## src/rtl/lpm_pkg.sv

```systemverilog
package lpm_pkg;

  // Pattern storage is fixed at sixteen bytes by the register layout.
  localparam int PATTERN_BYTES = 16;
  localparam int PATTERN_W     = 8 * PATTERN_BYTES;
  localparam int BYTE_SEL_W    = 4;
  localparam int LEN_W         = 5;
  localparam int OUT_COUNT_W   = 32;

  // Configuration port.
  localparam int CFG_INDEX_W = 3;
  localparam int CFG_DATA_W  = 64;

  localparam logic [CFG_INDEX_W-1:0] REG_PATTERN_LOW    = 3'd0;
  localparam logic [CFG_INDEX_W-1:0] REG_PATTERN_HIGH   = 3'd1;
  localparam logic [CFG_INDEX_W-1:0] REG_PATTERN_LENGTH = 3'd2;
  localparam logic [CFG_INDEX_W-1:0] REG_IGNORE_CASE    = 3'd3;
  localparam logic [CFG_INDEX_W-1:0] REG_WHOLE_WORD     = 3'd4;

  // Characters of interest.
  localparam logic [7:0] CHAR_NEWLINE  = 8'h0A;
  localparam logic [7:0] CHAR_SPACE    = 8'h20;
  localparam logic [7:0] CHAR_COMMA    = 8'h2C;
  localparam logic [7:0] CHAR_PERIOD   = 8'h2E;
  localparam logic [7:0] CHAR_BANG     = 8'h21;
  localparam logic [7:0] CHAR_HYPHEN   = 8'h2D;
  localparam logic [7:0] CHAR_QUESTION = 8'h3F;
  localparam logic [7:0] CHAR_COLON    = 8'h3A;
  localparam logic [7:0] CHAR_UPPER_A  = 8'h41;
  localparam logic [7:0] CHAR_UPPER_Z  = 8'h5A;
  localparam logic [7:0] CASE_OFFSET   = 8'h20;

  // Control handed from the top level to every cell of the chain.
  typedef struct packed {
    logic step;
    logic newline;
    logic ignore_case;
  } cell_ctrl_t;

  // Control handed from the top level to the token tracker.
  typedef struct packed {
    logic step;
    logic delim;
    logic ignore_case;
  } token_ctrl_t;

  // Folds an ASCII upper case letter to lower case when asked to.
  function automatic logic [7:0] fold_case(input logic [7:0] c, input logic ign);
    logic [7:0] r;
    r = c;
    if (ign && c >= CHAR_UPPER_A && c <= CHAR_UPPER_Z) begin
      r = c + CASE_OFFSET;
    end
    return r;
  endfunction

  // Word separators, newline included.
  function automatic logic is_delimiter(input logic [7:0] c);
    return (c == CHAR_SPACE) || (c == CHAR_COMMA) || (c == CHAR_PERIOD) ||
           (c == CHAR_BANG) || (c == CHAR_HYPHEN) || (c == CHAR_QUESTION) ||
           (c == CHAR_COLON) || (c == CHAR_NEWLINE);
  endfunction

endpackage

```

## src/rtl/lpm_if.sv

```systemverilog
// Text channel: one byte of the stream per word.
interface lpm_text_if;
  logic       valid;
  logic       ready;
  logic [7:0] text_byte;
  logic       file_start;

  modport source(output valid, output text_byte, output file_start, input ready);
  modport sink(input valid, input text_byte, input file_start, output ready);
endinterface

// Result channel: one word per ended line.
interface lpm_result_if;
  logic                             valid;
  logic                             ready;
  logic [lpm_pkg::OUT_COUNT_W-1:0]  line_number;
  logic                             line_hit;
  logic [lpm_pkg::OUT_COUNT_W-1:0]  hit_count;
  logic                             any_hit;

  modport source(output valid, output line_number, output line_hit,
                 output hit_count, output any_hit, input ready);
  modport sink(input valid, input line_number, input line_hit,
               input hit_count, input any_hit, output ready);
endinterface

// Configuration write channel.
interface lpm_cfg_if;
  logic                             valid;
  logic                             ready;
  logic [lpm_pkg::CFG_INDEX_W-1:0]  index;
  logic [lpm_pkg::CFG_DATA_W-1:0]   data;

  modport source(output valid, output index, output data, input ready);
  modport sink(input valid, input index, input data, output ready);
endinterface

```

## src/rtl/lpm_cell.sv

```systemverilog
// One position of the shift-and chain. The cell holds whether the line so
// far ends in the pattern prefix up to and including its own byte, and
// hands that bit on to the next cell.
module lpm_cell (
  input  logic                clk,
  input  logic                rst,
  input  lpm_pkg::cell_ctrl_t ctrl,
  input  logic                enable,
  input  logic                last,
  input  logic [7:0]          pattern_byte,
  input  logic [7:0]          folded_byte,
  input  logic                carry_in,
  output logic                carry_out,
  output logic                tail_hit
);

  logic match;
  logic match_next;

  // Prefix extends when the neighbour matched and this byte agrees.
  assign match_next = enable && carry_in &&
                      (lpm_pkg::fold_case(pattern_byte, ctrl.ignore_case) == folded_byte);

  // The last cell in use reports a full pattern match.
  assign tail_hit  = last && match_next;
  assign carry_out = match;

  always_ff @(posedge clk) begin
    if (rst) begin
      match <= 1'b0;
    end else if (ctrl.step) begin
      match <= ctrl.newline ? 1'b0 : match_next;
    end
  end

endmodule

```

## src/rtl/lpm_token.sv

```systemverilog
// Tracks the current delimited token and whether it still equals the
// pattern, for the whole-word compare.
module lpm_token (
  input  logic                           clk,
  input  logic                           rst,
  input  lpm_pkg::token_ctrl_t           ctrl,
  input  logic [7:0]                     folded_byte,
  input  logic [lpm_pkg::PATTERN_W-1:0]  pattern,
  input  logic [lpm_pkg::LEN_W-1:0]      used_len,
  output logic                           token_hit
);

  localparam logic [lpm_pkg::LEN_W-1:0] LEN_SAT = '1;

  logic [lpm_pkg::LEN_W-1:0] token_length;
  logic                      token_still_equal;
  logic [7:0]                pattern_byte;
  logic                      mismatch;

  // Pattern byte at the current token position.
  assign pattern_byte = pattern[8*token_length[lpm_pkg::BYTE_SEL_W-1:0] +: 8];
  assign mismatch     = (token_length >= used_len) ||
                        (lpm_pkg::fold_case(pattern_byte, ctrl.ignore_case) != folded_byte);

  // The token so far is the whole pattern.
  assign token_hit = token_still_equal && (token_length == used_len);

  always_ff @(posedge clk) begin
    if (rst) begin
      token_length      <= '0;
      token_still_equal <= 1'b1;
    end else if (ctrl.step) begin
      if (ctrl.delim) begin
        token_length      <= '0;
        token_still_equal <= 1'b1;
      end else begin
        if (mismatch) begin
          token_still_equal <= 1'b0;
        end
        if (token_length != LEN_SAT) begin
          token_length <= token_length + 1'b1;
        end
      end
    end
  end

endmodule

```

## src/rtl/line_pattern_matcher.sv

```systemverilog
// A line's result word is offered in the cycle after its newline byte is taken.
// Throughput: one text byte per cycle; the chain of match cells and the token
// tracker both update on every byte taken, and a byte is taken in the same cycle as a waiting
// result word leaves, while a stalled result word holds the input back. Synchronous
// reset clears the pattern to zero, the length to one, modes, chain, token and counters.
module line_pattern_matcher #(
  parameter int PATTERN_MAX = 16,
  parameter int COUNT_WIDTH = 32
) (
  input  logic                clk,
  input  logic                rst,
  lpm_text_if.sink            text,
  lpm_result_if.source        result,
  lpm_cfg_if.sink             cfg
);

  localparam int LEN_W = lpm_pkg::LEN_W;
  localparam int OCW   = lpm_pkg::OUT_COUNT_W;
  localparam logic [LEN_W-1:0] LEN_MAX = LEN_W'(PATTERN_MAX);

  // Configuration registers.
  logic [lpm_pkg::PATTERN_W-1:0] pattern;
  logic [LEN_W-1:0]              pattern_length;
  logic                          ignore_case;
  logic                          whole_word;

  // Line state and counters.
  logic                   current_line_hit;
  logic [COUNT_WIDTH-1:0] lines_seen;
  logic [COUNT_WIDTH-1:0] matching_lines;
  logic [COUNT_WIDTH-1:0] lines_base;
  logic [COUNT_WIDTH-1:0] matching_base;
  logic [COUNT_WIDTH-1:0] lines_next;
  logic [COUNT_WIDTH-1:0] matching_next;
  logic [OCW-1:0]         lines_out;
  logic [OCW-1:0]         matching_out;

  // Output register.
  logic           out_valid;
  logic [OCW-1:0] out_line_number;
  logic           out_line_hit;
  logic [OCW-1:0] out_hit_count;
  logic           out_any_hit;

  logic                   text_acc;
  logic                   newline;
  logic                   delim;
  logic [7:0]             folded_byte;
  logic [LEN_W-1:0]       used_len;
  logic [PATTERN_MAX:0]   chain;
  logic [PATTERN_MAX-1:0] tail_hits;
  logic                   tail_any;
  logic                   token_hit;
  logic                   line_hit_now;
  lpm_pkg::cell_ctrl_t    cell_ctrl;
  lpm_pkg::token_ctrl_t   token_ctrl;

  // Configuration writes are always taken.
  assign cfg.ready = 1'b1;

  always_ff @(posedge clk) begin
    if (rst) begin
      pattern        <= '0;
      pattern_length <= LEN_W'(1);
      ignore_case    <= 1'b0;
      whole_word     <= 1'b0;
    end else if (cfg.valid) begin
      case (cfg.index)
        lpm_pkg::REG_PATTERN_LOW:    pattern[63:0]   <= cfg.data;
        lpm_pkg::REG_PATTERN_HIGH:   pattern[127:64] <= cfg.data;
        lpm_pkg::REG_PATTERN_LENGTH: pattern_length  <= cfg.data[LEN_W-1:0];
        lpm_pkg::REG_IGNORE_CASE:    ignore_case     <= cfg.data[0];
        lpm_pkg::REG_WHOLE_WORD:     whole_word      <= cfg.data[0];
        default: ;
      endcase
    end
  end

  // Length in use, clamped to the range the chain supports.
  always_comb begin
    if (pattern_length == '0) begin
      used_len = LEN_W'(1);
    end else if (pattern_length > LEN_MAX) begin
      used_len = LEN_MAX;
    end else begin
      used_len = pattern_length;
    end
  end

  // Input handshake and byte classification.
  assign text.ready  = !out_valid || result.ready;
  assign text_acc    = text.valid && text.ready;
  assign newline     = (text.text_byte == lpm_pkg::CHAR_NEWLINE);
  assign delim       = lpm_pkg::is_delimiter(text.text_byte);
  assign folded_byte = lpm_pkg::fold_case(text.text_byte, ignore_case);

  assign cell_ctrl.step         = text_acc;
  assign cell_ctrl.newline      = newline;
  assign cell_ctrl.ignore_case  = ignore_case;
  assign token_ctrl.step        = text_acc;
  assign token_ctrl.delim       = delim;
  assign token_ctrl.ignore_case = ignore_case;

  // Chain of match cells; the first cell always sees an open prefix.
  assign chain[0] = 1'b1;

  for (genvar g = 0; g < PATTERN_MAX; g++) begin : g_cell
    lpm_cell u_cell (
      .clk          (clk),
      .rst          (rst),
      .ctrl         (cell_ctrl),
      .enable       (LEN_W'(g) < used_len),
      .last         (LEN_W'(g + 1) == used_len),
      .pattern_byte (pattern[8*g +: 8]),
      .folded_byte  (folded_byte),
      .carry_in     (chain[g]),
      .carry_out    (chain[g+1]),
      .tail_hit     (tail_hits[g])
    );
  end

  assign tail_any = |tail_hits;

  // Whole-word token tracker.
  lpm_token u_token (
    .clk         (clk),
    .rst         (rst),
    .ctrl        (token_ctrl),
    .folded_byte (folded_byte),
    .pattern     (pattern),
    .used_len    (used_len),
    .token_hit   (token_hit)
  );

  // Line verdict at a newline, counter updates with saturation.
  assign line_hit_now  = current_line_hit || (whole_word && token_hit);
  assign lines_base    = text.file_start ? '0 : lines_seen;
  assign matching_base = text.file_start ? '0 : matching_lines;

  always_comb begin
    lines_next    = lines_base;
    matching_next = matching_base;
    if (newline && lines_base != '1) begin
      lines_next = lines_base + 1'b1;
    end
    if (newline && line_hit_now && matching_base != '1) begin
      matching_next = matching_base + 1'b1;
    end
  end

  if (COUNT_WIDTH >= OCW) begin : g_wide
    assign lines_out    = lines_next[OCW-1:0];
    assign matching_out = matching_next[OCW-1:0];
  end else begin : g_narrow
    assign lines_out    = OCW'(lines_next);
    assign matching_out = OCW'(matching_next);
  end

  always_ff @(posedge clk) begin
    if (rst) begin
      current_line_hit <= 1'b0;
      lines_seen       <= '0;
      matching_lines   <= '0;
    end else if (text_acc) begin
      lines_seen     <= lines_next;
      matching_lines <= matching_next;
      if (newline) begin
        current_line_hit <= 1'b0;
      end else if ((!whole_word && tail_any) || (whole_word && delim && token_hit)) begin
        current_line_hit <= 1'b1;
      end
    end
  end

  // Output register holding one result word.
  always_ff @(posedge clk) begin
    if (rst) begin
      out_valid <= 1'b0;
    end else if (text_acc && newline) begin
      out_valid <= 1'b1;
    end else if (result.ready) begin
      out_valid <= 1'b0;
    end
  end

  always_ff @(posedge clk) begin
    if (text_acc && newline) begin
      out_line_number <= lines_out;
      out_line_hit    <= line_hit_now;
      out_hit_count   <= matching_out;
      out_any_hit     <= (matching_next != '0);
    end
  end

  assign result.valid       = out_valid;
  assign result.line_number = out_line_number;
  assign result.line_hit    = out_line_hit;
  assign result.hit_count   = out_hit_count;
  assign result.any_hit     = out_any_hit;

  // A new result word appears only after a newline was taken.
  assert property (@(posedge clk) disable iff (rst)
    $rose(out_valid) |-> $past(text_acc && newline))
    else $error("result word without a newline");

  // Matching lines can never outnumber the lines seen.
  assert property (@(posedge clk) disable iff (rst)
    matching_lines <= lines_seen)
    else $error("hit count exceeds line count");

  // A hit line always leaves the any-hit flag set.
  assert property (@(posedge clk) disable iff (rst)
    out_valid && out_line_hit |-> out_any_hit)
    else $error("line hit without any-hit");

  // The match chain and line hit are cleared by every newline.
  assert property (@(posedge clk) disable iff (rst)
    text_acc && newline |=> (chain[PATTERN_MAX:1] == '0) && !current_line_hit)
    else $error("line state not cleared at newline");

endmodule

```

## src/flat_wrapper.sv

```systemverilog
// flat-port wrapper written by rule: the top's interface ports become plain ports
module line_pattern_matcher_flat 
#(
  parameter int PATTERN_MAX = 16,
  parameter int COUNT_WIDTH = 32
)
  (clk, rst, text_valid, text_text_byte, text_file_start, text_ready, result_valid, result_line_number, result_line_hit, result_hit_count, result_any_hit, result_ready, cfg_valid, cfg_index, cfg_data, cfg_ready);
  lpm_text_if text_i ();
  lpm_result_if result_i ();
  lpm_cfg_if cfg_i ();
  input  logic clk;
  input  logic rst;
  input wire logic [$bits(text_i.valid)-1:0] text_valid;
  input wire logic [$bits(text_i.text_byte)-1:0] text_text_byte;
  input wire logic [$bits(text_i.file_start)-1:0] text_file_start;
  output wire logic [$bits(text_i.ready)-1:0] text_ready;
  output wire logic [$bits(result_i.valid)-1:0] result_valid;
  output wire logic [$bits(result_i.line_number)-1:0] result_line_number;
  output wire logic [$bits(result_i.line_hit)-1:0] result_line_hit;
  output wire logic [$bits(result_i.hit_count)-1:0] result_hit_count;
  output wire logic [$bits(result_i.any_hit)-1:0] result_any_hit;
  input wire logic [$bits(result_i.ready)-1:0] result_ready;
  input wire logic [$bits(cfg_i.valid)-1:0] cfg_valid;
  input wire logic [$bits(cfg_i.index)-1:0] cfg_index;
  input wire logic [$bits(cfg_i.data)-1:0] cfg_data;
  output wire logic [$bits(cfg_i.ready)-1:0] cfg_ready;
  assign text_i.valid = text_valid;
  assign text_i.text_byte = text_text_byte;
  assign text_i.file_start = text_file_start;
  assign text_ready = text_i.ready;
  assign result_valid = result_i.valid;
  assign result_line_number = result_i.line_number;
  assign result_line_hit = result_i.line_hit;
  assign result_hit_count = result_i.hit_count;
  assign result_any_hit = result_i.any_hit;
  assign result_i.ready = result_ready;
  assign cfg_i.valid = cfg_valid;
  assign cfg_i.index = cfg_index;
  assign cfg_i.data = cfg_data;
  assign cfg_ready = cfg_i.ready;
  line_pattern_matcher #(.PATTERN_MAX(PATTERN_MAX), .COUNT_WIDTH(COUNT_WIDTH)) u_core (.clk(clk), .rst(rst), .text(text_i), .result(result_i), .cfg(cfg_i));
endmodule
```

## config.mk

```make
export PLATFORM = sky130hd
export DESIGN_NAME = line_pattern_matcher_flat
export DESIGN_NICKNAME = d
export VERILOG_FILES = /design/src/rtl/lpm_pkg.sv /design/src/rtl/lpm_if.sv /design/src/rtl/lpm_cell.sv /design/src/rtl/lpm_token.sv /design/src/rtl/line_pattern_matcher.sv /design/src/flat_wrapper.sv
export SDC_FILE = /design/constraint.sdc
export NUM_CORES = 1
export LEC_CHECK = 0
export BUFFER_PORTS_ARGS = -buffer_cell sky130_fd_sc_hd__buf_2
export CORE_MARGIN = 5
export CORE_UTILIZATION = 60
export CTS_CLUSTER_SIZE = 10
export DETAILED_ROUTE_END_ITERATION = 7
export GPL_TIMING_DRIVEN = 0
export PLACE_DENSITY = 0.82
export RECOVER_POWER = 50
export SLEW_MARGIN = 20
export SYNTH_ARGS = -nofsm -noshare
export SYNTH_HDL_FRONTEND = slang
export SYNTH_SLANG_ARGS = --single-unit
```

## constraint.sdc

```tcl
create_clock -name clk -period 5.2 [get_ports clk]
set_input_delay 1.04 -clock clk [delete_from_list [all_inputs] [get_ports clk]]
set_output_delay 1.04 -clock clk [all_outputs]
set_load 0.05 [all_outputs]
```

==> results of run 1 <==
[final cells by class]
type / count / share of cell area
multi-input cells: 1550 / 0.507
plain buffers: 128 / 0.0272
inverters: 38 / 0.00768
flip-flops and latches: 288 / 0.346
well taps: 341 / 0.0230
clock buffers: 50 / 0.0513
clock inverters: 4 / 0.00202
repair buffers: 148 / 0.0355
[registers in the layout (all words and copies together), names as in the netlist]
signal and count:
u_core.pattern_length 5, u_core.result.any_hit 1, u_core.result.hit_count 32, u_core.u_token.token_length 5, u_core.lines_seen 32, u_core.pattern 128
u_core.result.line_hit 1, u_core.whole_word 1, u_core.g_cell.u_cell.carry_out 15, u_core.result.valid 1, u_core.ignore_case 1, u_core.matching_lines 32
u_core.u_token.token_still_equal 1, u_core.result.line_number 32, u_core.current_line_hit 1
[per-stage QoR]
step	utilization	worst slack, ps	power [mW]	TNS (ps)	hold slack, ps
after floorplan	-	356	2.69	0	432
after global placement	0.653	-741	2.85	-927	442
after detailed placement	0.654	-782	2.86	-1330	453
after CTS	0.691	2.15	5.02	0	460
after global routing	0.687	33.5	5.17	0	501
final	0.687	114	5.02	0	465
[what timing repair did]
| action | 4_1_cts | 5_1_grt |
|---|---|---|
| resized for setup | 1 | 2 |
| setup endpoints to repair | 1 | 1 |
| pin swaps | 1 | 1 |
| setup buffers | 1 | 1 |
[critical path, cell delays in order]
cell	delay (ps)
buf_2	180
clkbuf_1	270
clkbuf_2	400
nor2b_1	250
ha_1	260
nand4_1	280
nor4_4	310
nand4_2	210
or3b_2	520
xnor2_1	230
or4_1	530
or4_1	500
nor3_1	220
nand4_1	120
[logic make-up (layout without fill, tap and decap cells)]
family          Yosys count  after routing  share of synthesized area
mux                      54             54                     0.0534
xor+xnor                194            194                      0.103
simple gates            898            898                      0.259
buf+inv                 168            368                     0.0397
fa+ha+maj                27             27                     0.0205
compound gates          376            376                      0.135
flops                   288            288                      0.389
other cells               1              1                   0.000227
[cells in the mapped netlist (all sizes together), types with 36 or more instances]
cell / number
nor2: 150
o21ai: 48
nand2: 410
nand3: 49
buf: 38
xnor2: 99
clkbuf: 92
nor3: 58
xor2: 95
dfxtp: 222
a21oi: 219
nand4: 45
edfxtp: 66
inv: 36
[final timing paths]
check | cells after the start | slack [ps] | to
worst min register to register | 2 | 460 | u_core.g_cell[14].u_cell.carry_out
worst max-delay path | 14 | 110 | u_core.result.any_hit
worst max register to register | 13 | 280 | u_core.result.any_hit
worst min-delay path | 2 | 460 | u_core.g_cell[14].u_cell.carry_out
[per-layer routing]
layer,track usage,vias to the layer above,share of wire
met1,0.441,7606,0.39
met4,0.163,0,0.051
met3,0.0577,188,0.088
li1,-,7413,-
met2,0.573,891,0.47
met5,0,-,0
[power by group through the flow]
stage / sequential (mW) / combinational, mW / clock, mW
floorplan: 2.39 / 0.297 / 0
global placement: 2.40 / 0.446 / 0
detailed placement: 2.41 / 0.456 / 0
CTS: 2.36 / 0.458 / 2.20
global route: 2.36 / 0.502 / 2.30
finish: 2.36 / 0.466 / 2.20
==> results.tsv, run 1 <==
metric	value	unit
Die Y	176	um
Max H-tree Level	2	
die area	0.0309	mm^2
Max IR drop VDD	0.215	mV
Synthesized Nets	2114	
critical path startpoint	text_file_start	
startpoint types	input pin	
placed cell areas	0.0177	mm^2
WS Path Type	in -> reg	
final number of max-transition violations	79	
commonest non-fill, non-tap cell in the layout	nand2_1	
asr flop ratio synth	0	
pin count of the biggest net entering global routing	68	
ANT cells	0	
multi-input gate area in the final layout	0.00942	mm^2
I/O Pins	150	
top-area cell type share of the netlist area	0.269	
combinational share of power	0.093	
switching share of power	0.256	
global route total overflow	0	
wire per inst	21.6	um
clock slew at reported path FFs	50	ps
required time worst endpoint	5440	ps
Die Width	176	um
fin nets	2297	
Storage cell area	0.00643	mm^2
clock group share of total power	0.437	
violations in the final reports	max-capacitance violations, max-slew violations	
worst r2r src	u_core.pattern_length[4]	
synth warn	0	
Synth area leaders	dfxtp_1 (27%), edfxtp_1 (12%), nand2_1 (9.3%), a21oi_1 (6.6%), xnor2_1 (5.3%)	
max_cap viols	2	
Antenna Nets Post-Route	0	
initial cell density of the core	0.611	
CP max FO	19	
final WL	54.9	mm
Main synth FF type	dfxtp_1	
fmax	0.197	GHz
Vias	16100	
drt first pass iters	7	
Net Switching	1.28	mW
num rows	60	
RSZ-0062 raised after global routing	false	
vias in the first global route	15100	
CTS Buf Count	35	
CTS max path bufs	3	
Placed Instances	2493	
Filler cells	2272	
worst hold path startpoint	u_core.g_cell[14].u_cell.carry_out	
syn_area_per_cell	8.23	um^2
Synth cell types	76	
LEAKAGE	6.43	nW
design area	0.0186	mm^2
Setup Skew	17.0	ps
global-route wire length before repair	84.3	mm
fin crit period	5090	ps
post-synth top area cell	dfxtp_1	
outcome	finished, violations left	
initial antenna violation count	0	
Initial DRC Count	1890	
Post-CTS Hold Buffers	0	
Worst Hold Class	reg -> reg	
Mapped Cells	2006	
Worst Tran Pin Value	2420	ps
Syn Std Cell Area	0.0165	mm^2
normalized max-slew margin	-0.617	
Tot GR Track Use	0.345	
clk sink count	288	
Final Hold Viols	0	
ratio of cells with drive above 1 in the final layout	0.0830	
DR vias/cell	6.32	
period utilization	0.978	
Post-DP HPWL	40.5	mm
crit end category	flip-flop	
CTS root buf	clkbuf_16	
Int Pwr	3.74	mW
Reg power frac	0.470	
number of synthesized flops with an enable pin	66	
IO Port Bufs	146	
clock tree from TritonCTS	yes	
Worst EP arrival	5330	ps
GPL Wtd Cong	1.02	
DRC viols	0	
Core Region	0.0270	mm^2
worst skew pair latency	530	ps
Pwr per Cell Area	271	mW/mm^2
most frequent cells in the layout	nand2_1 (410), dfxtp_1 (222), a21oi_1 (219)	
sequential area share after synthesis	0.389	
P&R area growth vs syn	12.5	%
number of synthesized register bits	288	
Finished Layout Cells	2547	
Finish-stage setup viols	0	
Note: power is estimated with default switching activity, not from simulation.
==> inputs of run 2 (changes only) <==
RECOVER_POWER = unset   (was 50)
==> run 2 against run 1 <==
  * The run now ends clean
  * Hold slack got worse by 2.7 ps
  * Via count grew 0.22%
  * Sequential share of layout area decreased by 0.18 points
  * Clock-buffer cell count did not move
  * Design area grew 0.52%
  * Wire length is essentially flat
  * Core utilization increased by 0.36 points
  * Largest power group unchanged
==> results.tsv, run 2 (same netlist as run 1, synthesis figures left out) <==
metric	value	unit
outcome	finished, final reports clean	
worst hold path startpoint	u_core.g_cell[14].u_cell.carry_out	
LEAKAGE	6.54	nW
Buf/Inv on CP	3	
CP max FO	19	
DRC viols	0	
worst reg2reg path depth	13	
GPL Wtd Cong	1.02	
Post-DP HPWL	40.5	mm
CTS Buf Count	35	
hold_ws	462	ps
hold path depth	2	
die area	0.0309	mm^2
Worst Hold Class	reg -> reg	
global route total overflow	0	
crit end category	flip-flop	
Finish-stage setup viols	0	
Final Hold Viols	0	
clock slew at reported path FFs	50	ps
initial antenna violation count	0	
DR vias/cell	6.33	
clock group share of total power	0.437	
Hold EP	u_core.g_cell[14].u_cell.carry_out	
combinational share of power	0.093	
P&R area growth vs syn	13.1	%
IO Port Bufs	146	
Die Width	176	um
Net Switching	1.28	mW
Antenna Nets Post-Route	0	
Pwr per Cell Area	269	mW/mm^2
ANT cells	0	
Core Region	0.0270	mm^2
vias in the first global route	15100	
final WL	55.0	mm
num rows	60	
Max H-tree Level	2	
drt first pass iters	7	
Int Pwr	3.74	mW
max FFs per register	128	
wire per inst	21.6	um
CTS max path bufs	3	
Worst Tran Pin Value	1180	ps
register name with the most flops	u_core.pattern	
startpoint types	input pin	
initial cell density of the core	0.611	
Reg power frac	0.470	
ratio of cells with drive above 1 in the final layout	0.116	
normalized max-slew margin	0.204	
fmax	0.195	GHz
CP top delay family	simple AND/OR/NAND/NOR gates	
Max IR drop VDD	0.215	mV
period utilization	0.984	
Die Y	176	um
max_cap viols	0	
post-layout util	0.691	
required time worst endpoint	5440	ps
switching share of power	0.255	
Setup Skew	17.9	ps
clk sink count	288	
I/O Pins	150	
RSZ-0062 raised after global routing	false	
Post-CTS Hold Buffers	0	
Slowest cell on crit path	or4_1	
commonest non-fill, non-tap cell in the layout	nand2_1	
fin crit period	5120	ps
most frequent cells in the layout	nand2_1 (410), dfxtp_1 (222), a21oi_1 (219)	
reg2reg end	u_core.result.any_hit	
clock tree from TritonCTS	yes	
CTS root buf	clkbuf_16	
crit path cell chain	buf_2, clkbuf_1, clkbuf_2, nor2b_1, ha_1, nand4_1, nor4_4, nand4_2, or3b_2, xnor2_1, or4_1, or4_1, nor3_1, nand4_1	
final number of max-transition violations	0	
worst r2r src	u_core.pattern_length[4]	
Tot GR Track Use	0.345	
pin count of the biggest net entering global routing	68	
Worst path max stage delay	540	ps
worst skew pair latency	530	ps
fin nets	2297	
global-route wire length before repair	84.3	mm
Vias	16100	
Worst EP arrival	5360	ps
Initial DRC Count	1990	
WS Path Type	in -> reg	
R2R setup slack	270	ps
run 2: changes by cell type in the layout (fill, tap and decap cells not counted), sizes merged:
cell / delta
clkbuf: -73
buf: +73
run 2: worst max path at each step:
stage                    start                     to  slack, ps  depth (start not counted)
5_1_grt        text_file_start  u_core.result.any_hit         30                         14
3_5_place_dp   text_file_start  u_core.result.any_hit       -780                         15
4_1_cts        text_file_start  u_core.result.any_hit          2                         15
2_1_floorplan  text_file_start  u_core.result.any_hit        360                         14
3_3_place_gp   text_file_start  u_core.result.any_hit       -740                         15
6_report       text_file_start  u_core.result.any_hit         80                         14
run 2: layer usage:
layer  global-route usage  wire, um  up-vias
met5                    0         0        -
met4                0.163      2850        0
met3               0.0577      4960      188
met2                0.573     25600      926
met1                0.441     21600     7613
li1                     -         -     7406
run 2: tightest hold or removal path: cells and delay by family, from the launching register on:
| kind | cells | cell delay (ps) |
|---|---|---|
| AOI/OAI and AO/OA | 1 | 50 |
| and+or+nand+nor | 1 | 50 |
| DFF | 1 | 310 |
run 2: power groups by stage:
stage          logic [mW]  clock network [mW]  registers (mW)
6_report            0.468                2.19            2.36
5_1_grt             0.503                2.30            2.36
4_1_cts             0.458                2.20            2.36
3_5_place_dp        0.456                   0            2.41
3_3_place_gp        0.446                   0            2.40
2_1_floorplan       0.297                   0            2.39
run 2: metrics by stage:
stage / cell area [um^2] / power, mW / instances / setup TNS, ps / setup slack, ps
2_1_floorplan: 16500 / 2.69 / 2006 / 0 / 356
3_3_place_gp: 17700 / 2.85 / 2493 / -927 / -741
3_5_place_dp: 17700 / 2.86 / 2493 / -1330 / -782
4_1_cts: 18700 / 5.02 / 2547 / 0 / 2.15
5_1_grt: 18700 / 5.17 / 2547 / 0 / 33.5
6_report: 18700 / 5.02 / 2547 / 0 / 82.6
run 2: timing repair:
| item | 4_1_cts | 5_1_grt |
|---|---|---|
| pin swaps | 1 | 1 |
| hold endpoints to repair | 0 | 0 |
| endpoints found under the setup margin | 1 | 1 |
| buffers inserted | 1 | 1 |
| gates resized for setup | 1 | 2 |
run 2: final cells by class:
cell class | instances | area [um^2]
Buffer | 128 | 505
Tap cell | 341 | 427
Clock inverter | 4 | 37.5
Multi-Input combinational cell | 1550 | 9430
Inverter | 38 | 145
Sequential cell | 288 | 6430
Timing Repair Buffer | 148 | 746
Fill cell | 2224 | 8360
Clock buffer | 50 | 953
